**config.mk**
```make
export PLATFORM = sky130hd
export DESIGN_NAME = bud_ram
export DESIGN_NICKNAME = d
export VERILOG_FILES = /design/src/rtl/core/bud_ram.sv
export SDC_FILE = /design/constraint.sdc
export NUM_CORES = 1
export LEC_CHECK = 0
export BUFFER_PORTS_ARGS = -buffer_cell sky130_fd_sc_hd__buf_4
export CAP_MARGIN = 5
export CELL_PAD_IN_SITES_DETAIL_PLACEMENT = 2
export CELL_PAD_IN_SITES_GLOBAL_PLACEMENT = 2
export CORE_MARGIN = 2
export CORE_UTILIZATION = 34
export DETAILED_ROUTE_END_ITERATION = 7
export GPL_ROUTABILITY_DRIVEN = 0
export PLACE_DENSITY_LB_ADDON = 0.25
export SLEW_MARGIN = 20
export SYNTH_ARGS = -nofsm -noshare
export SYNTH_HDL_FRONTEND = slang
export SYNTH_SLANG_ARGS = --single-unit
export TNS_END_PERCENT = 1
```
**constraint.sdc**
```tcl
create_clock -name clk -period 1.4 [get_ports clk]
set_clock_uncertainty 0.15 [all_clocks]
set_input_delay 0.28 -clock clk [delete_from_list [all_inputs] [get_ports clk]]
set_output_delay 0.28 -clock clk [all_outputs]
set_load 0.01 [all_outputs]
```
**src/rtl/core/bud_ram.sv**
```systemverilog
// generic simple dual-port ram, one write and one registered read port
// no dependencies
module bud_ram #(
    parameter int WIDTH = 1,
    parameter int DEPTH = 16
) (
    input  logic                     clk,
    input  logic                     we,
    input  logic [$clog2(DEPTH)-1:0] waddr,
    input  logic [WIDTH-1:0]         wdata,
    input  logic [$clog2(DEPTH)-1:0] raddr,
    output logic [WIDTH-1:0]         rdata
);

    logic [WIDTH-1:0] mem [DEPTH];

    always_ff @(posedge clk)
    begin
        if (we)
        begin
            mem[waddr] <= wdata;
        end
        rdata <= mem[raddr];
    end

endmodule

```
# After elaboration in Yosys (flattened, before gate mapping)
# Memories as Yosys holds them, arrays and structs flattened. A register that Yosys moved wholly into a read port is not among the register bits.
# Cells that the tools add are included.
# op_classes
n_reduce_logical	0
n_bitwise	0
n_addsub	0
eq_ne	0
n_mul	0
n_lt_le_gt_ge	0
n_mux	2
n_div	0
shifts	0
# ops
cell	count
$mux W1	2
# totals
mem_count	1
word_cells	3
out_inout_bits	1
mem_bits_rw	16
latchBits	0
romBits	0
regBits	0
input_bits	11
# memory_table
memory	depth	word_bits	rd	rd_clocked_by_memory_dff	wr	line_no	source
mem	16	1	1	1	1	15	logic [WIDTH-1:0] mem [DEPTH];

# Longest topological paths before layout
# depth
ltp_word	2
ltp_mapped	3
depth_no_buf	3

# Worst setup path after synthesis
# OpenSTA, ideal clock, no wires.
# synth_timing
kind	input to register
startpoint	in waddr[2]
endpoint	mem mem[0] (enable)
path_buffers	0
path_stages	2
required_time_ns	0.938
setup_ns	0.312
arrival_time_ns	0.917
slack_ns	0.020
cell_sequence	or3b_2 nor3_1
# synth_lines
element	line_no	source
start: declaration	9	input logic [$clog2(DEPTH)-1:0] waddr,
end: declaration	15	
# Straight into the memory's write port.

==> results.yml <==
global_routing:
  grt_max_degree: 17
  antenna_found_initial: 0
  gr-usage-all-layers_pct: 13.33
  grt_overflow: 0
  grt_pass1_vias: 511
  grt_pass1_wl_um: 2346
pwr:
  total_power_mw: 0.9268
  p_int_mw: 0.7274
  power_frac_seq_pct: 61.6
  p_leak_nw: 0.3118
  p_comb_share_pct: 10.1
  powerDensity_nw_per_um2: 1034
  switching_share_pct: 21.51
  p_switching_mw: 0.1994
  clkPwrFrac_pct: 28.2
  max-vdd-ir-drop_uv: 458.5
final_layout:
  layout-drive-gt1-share_pct: 28.57
  register_area_um2: 500.5
  multi_input_area_um2: 245.2
  num-fill-cells: 205
  final_nets: 75
  layout_common_cells: "16 x edfxtp_1, 12 x nor2_1, 12 x buf_4"
  syn_to_final_growth_pct: 20.13
  finalNonFillerCells: 90
  final_common_cell: "edfxtp_1"
  num_antenna_cells: 0
  final_util_pct: 44.31
timing:
  holdWs_ns: 0.02500
  slew_headroom_pct: 84.35
  layout_worst_path_cycle_share_pct: 101.9
  fin_ws_ns: -0.02697
  period_needed_ns: 1.427
  worstMarginPinSlew_ns: 0.2330
  slew_violations: 0
  rsz0062_at_grt: "true"
  setup-violations-final: 1
  hold_violations: 0
  max_freq_mhz: 700.8
cts:
  cts_tree: "done"
  clock-root-buffer: "clkbuf_4"
  clkTransAtPathRegs_ns: 0.10
  numCtsBuffers: 3
  clock_latency_ns: 0.29
  cts.sinks: 17
  clockBufferDepth: 2
  htree_levels: 1
synth:
  synth_area_per_cell_um2: 15.87
  ys_seq_area_share_pct: 67.11
  synth_area_um2: 745.7
  syn_nets: 58
  syn_inst: 47
  yosys_register_bits: 17
  yosysUniqueCellTypes: 11
  synth_warnings: 0
worst_setup_path:
  crit_path_max_fanout: 1
  reg2reg_to: "rdata"
  start_kind: "register"
  slowest_stage: "mux4_2"
  rr_worst_depth: 3
  crit_required_ns: 1.43
  r2r_slack_ns: -0.03
  critical_path.reg2reg.startpoint: "mem[4]"
  critPathKind: "reg2reg"
  cp_cell_sequence: "mux4_2, mux2i_2, mux2i_1"
  crit_arrival_ns: 1.46
  cpPeakStageDelay_ns: 0.48
  critPathCaptureType: "register"
outcome:
  status: "complete, but fails checks"
  violations: "setup timing"
floorplanning:
  die_x_um: 50.83
  io-pin-count: 12
  die_area_um2: 2584
  dieHeight_um: 50.83
  core_area_um2: 2022
  rows: 16
  start_util_pct: 36.88
detailed_routing:
  vias: 437
  wirelength_um: 1446
  drc: 0
  firstDrtPassIters: 4
  drt-initial-drc-count: 5
  drt-wirelength-per-cell_um: 16.07
  viasPerCell: 4.856
  drtAntennaViolNets: 0
worst_hold_path:
  worstHoldStart: "raddr[2]"
  hold_path_end: "rdata"
  min_path_type: "in2reg"
  hold_depth: 2
placed_design:
  place_hpwl_um: 1119
  dp_cells: 86
  place.port_buffers: 11
  pre_cts_ws_ns: -0.1698
job:
  cap_violations: 0
==> layout make-up <==
class | count | share of cell area, %
clock buffer | 4 | 2.933
multi-input combinational | 30 | 27.37
sequential | 17 | 55.87
tap | 27 | 3.771
timing repair buffer | 12 | 10.06
==> metrics by stage <==
stage	area, um^2	TNS [ns]
2_1_floorplan	745.7	0
3_3_place_gp	869.6	-0.4443
3_5_place_dp	869.6	-0.5856
4_1_cts	892.1	-0.06619
5_1_grt	895.9	-0.07478
6_report	895.9	-0.02697
==> cells in the mapped netlist (all sizes together) <==
| cell | count | share of area, % |
|---|---|---|
| mux2i | 3 | 4.0 |
| nand2 | 1 | 0.50 |
| nand2b | 2 | 1.7 |
| or3b | 1 | 1.2 |
| nor2 | 12 | 6.0 |
| mux4 | 4 | 14 |
| dfxtp | 1 | 2.7 |
| nand3 | 1 | 0.67 |
| nor3 | 4 | 2.7 |
| nand3b | 2 | 2.0 |
| edfxtp | 16 | 64 |
==> layer usage <==
metal | global-route usage (%) | wire length, um | up-vias
met3 | 1.462 | 55 | 4
met2 | 23.90 | 748 | 16
li1 | - | - | 216
met4 | 10.81 | 38 | 0
met5 | 0 | 0 | -
met1 | 14.04 | 603 | 201
==> cells by family after synthesis <==
kind of cell     share of synthesized area, %
and+or+nand+nor                         14.76
DFF                                     67.11
muxes                                   18.12
==> worst max-delay path, delay by kind of cell, from the launching register on <==
family | cells | cell delay (ns)
flops | 1 | 0.41
mux | 3 | 0.76
==> power groups by stage <==
stage | logic (mW) | registers [mW] | clock network [mW]
global placement | 0.0902 | 0.582 | 0
CTS | 0.0941 | 0.572 | 0.266
floorplan | 0.0350 | 0.584 | 0
detailed placement | 0.0934 | 0.583 | 0
finish | 0.0939 | 0.571 | 0.262
global route | 0.103 | 0.573 | 0.285
==> worst max-delay path by stage <==
stage	cells past startpoint	end	slack, ns	startpoint
floorplan	2	mem[0]	0.02	waddr[2]
global placement	3	mem[0]	-0.12	waddr[2]
detailed placement	3	mem[0]	-0.17	waddr[2]
CTS	3	rdata	-0.07	mem[4]
global route	3	rdata	-0.07	mem[4]
finish	3	rdata	-0.03	mem[4]
==> what timing repair did <==
action                                  CTS  global route
buffers inserted                          0             0
gates resized for setup                   1             1
pin swaps                                 0             0
hold buffers                              0             0
endpoints found under the setup margin    1             1
==> registers in the layout, summed over array words and instances (netlist names) <==
| name | flops |
|---|---|
| mem | 16 |
| rdata | 1 |
Note: power is estimated with default switching activity, not from simulation.
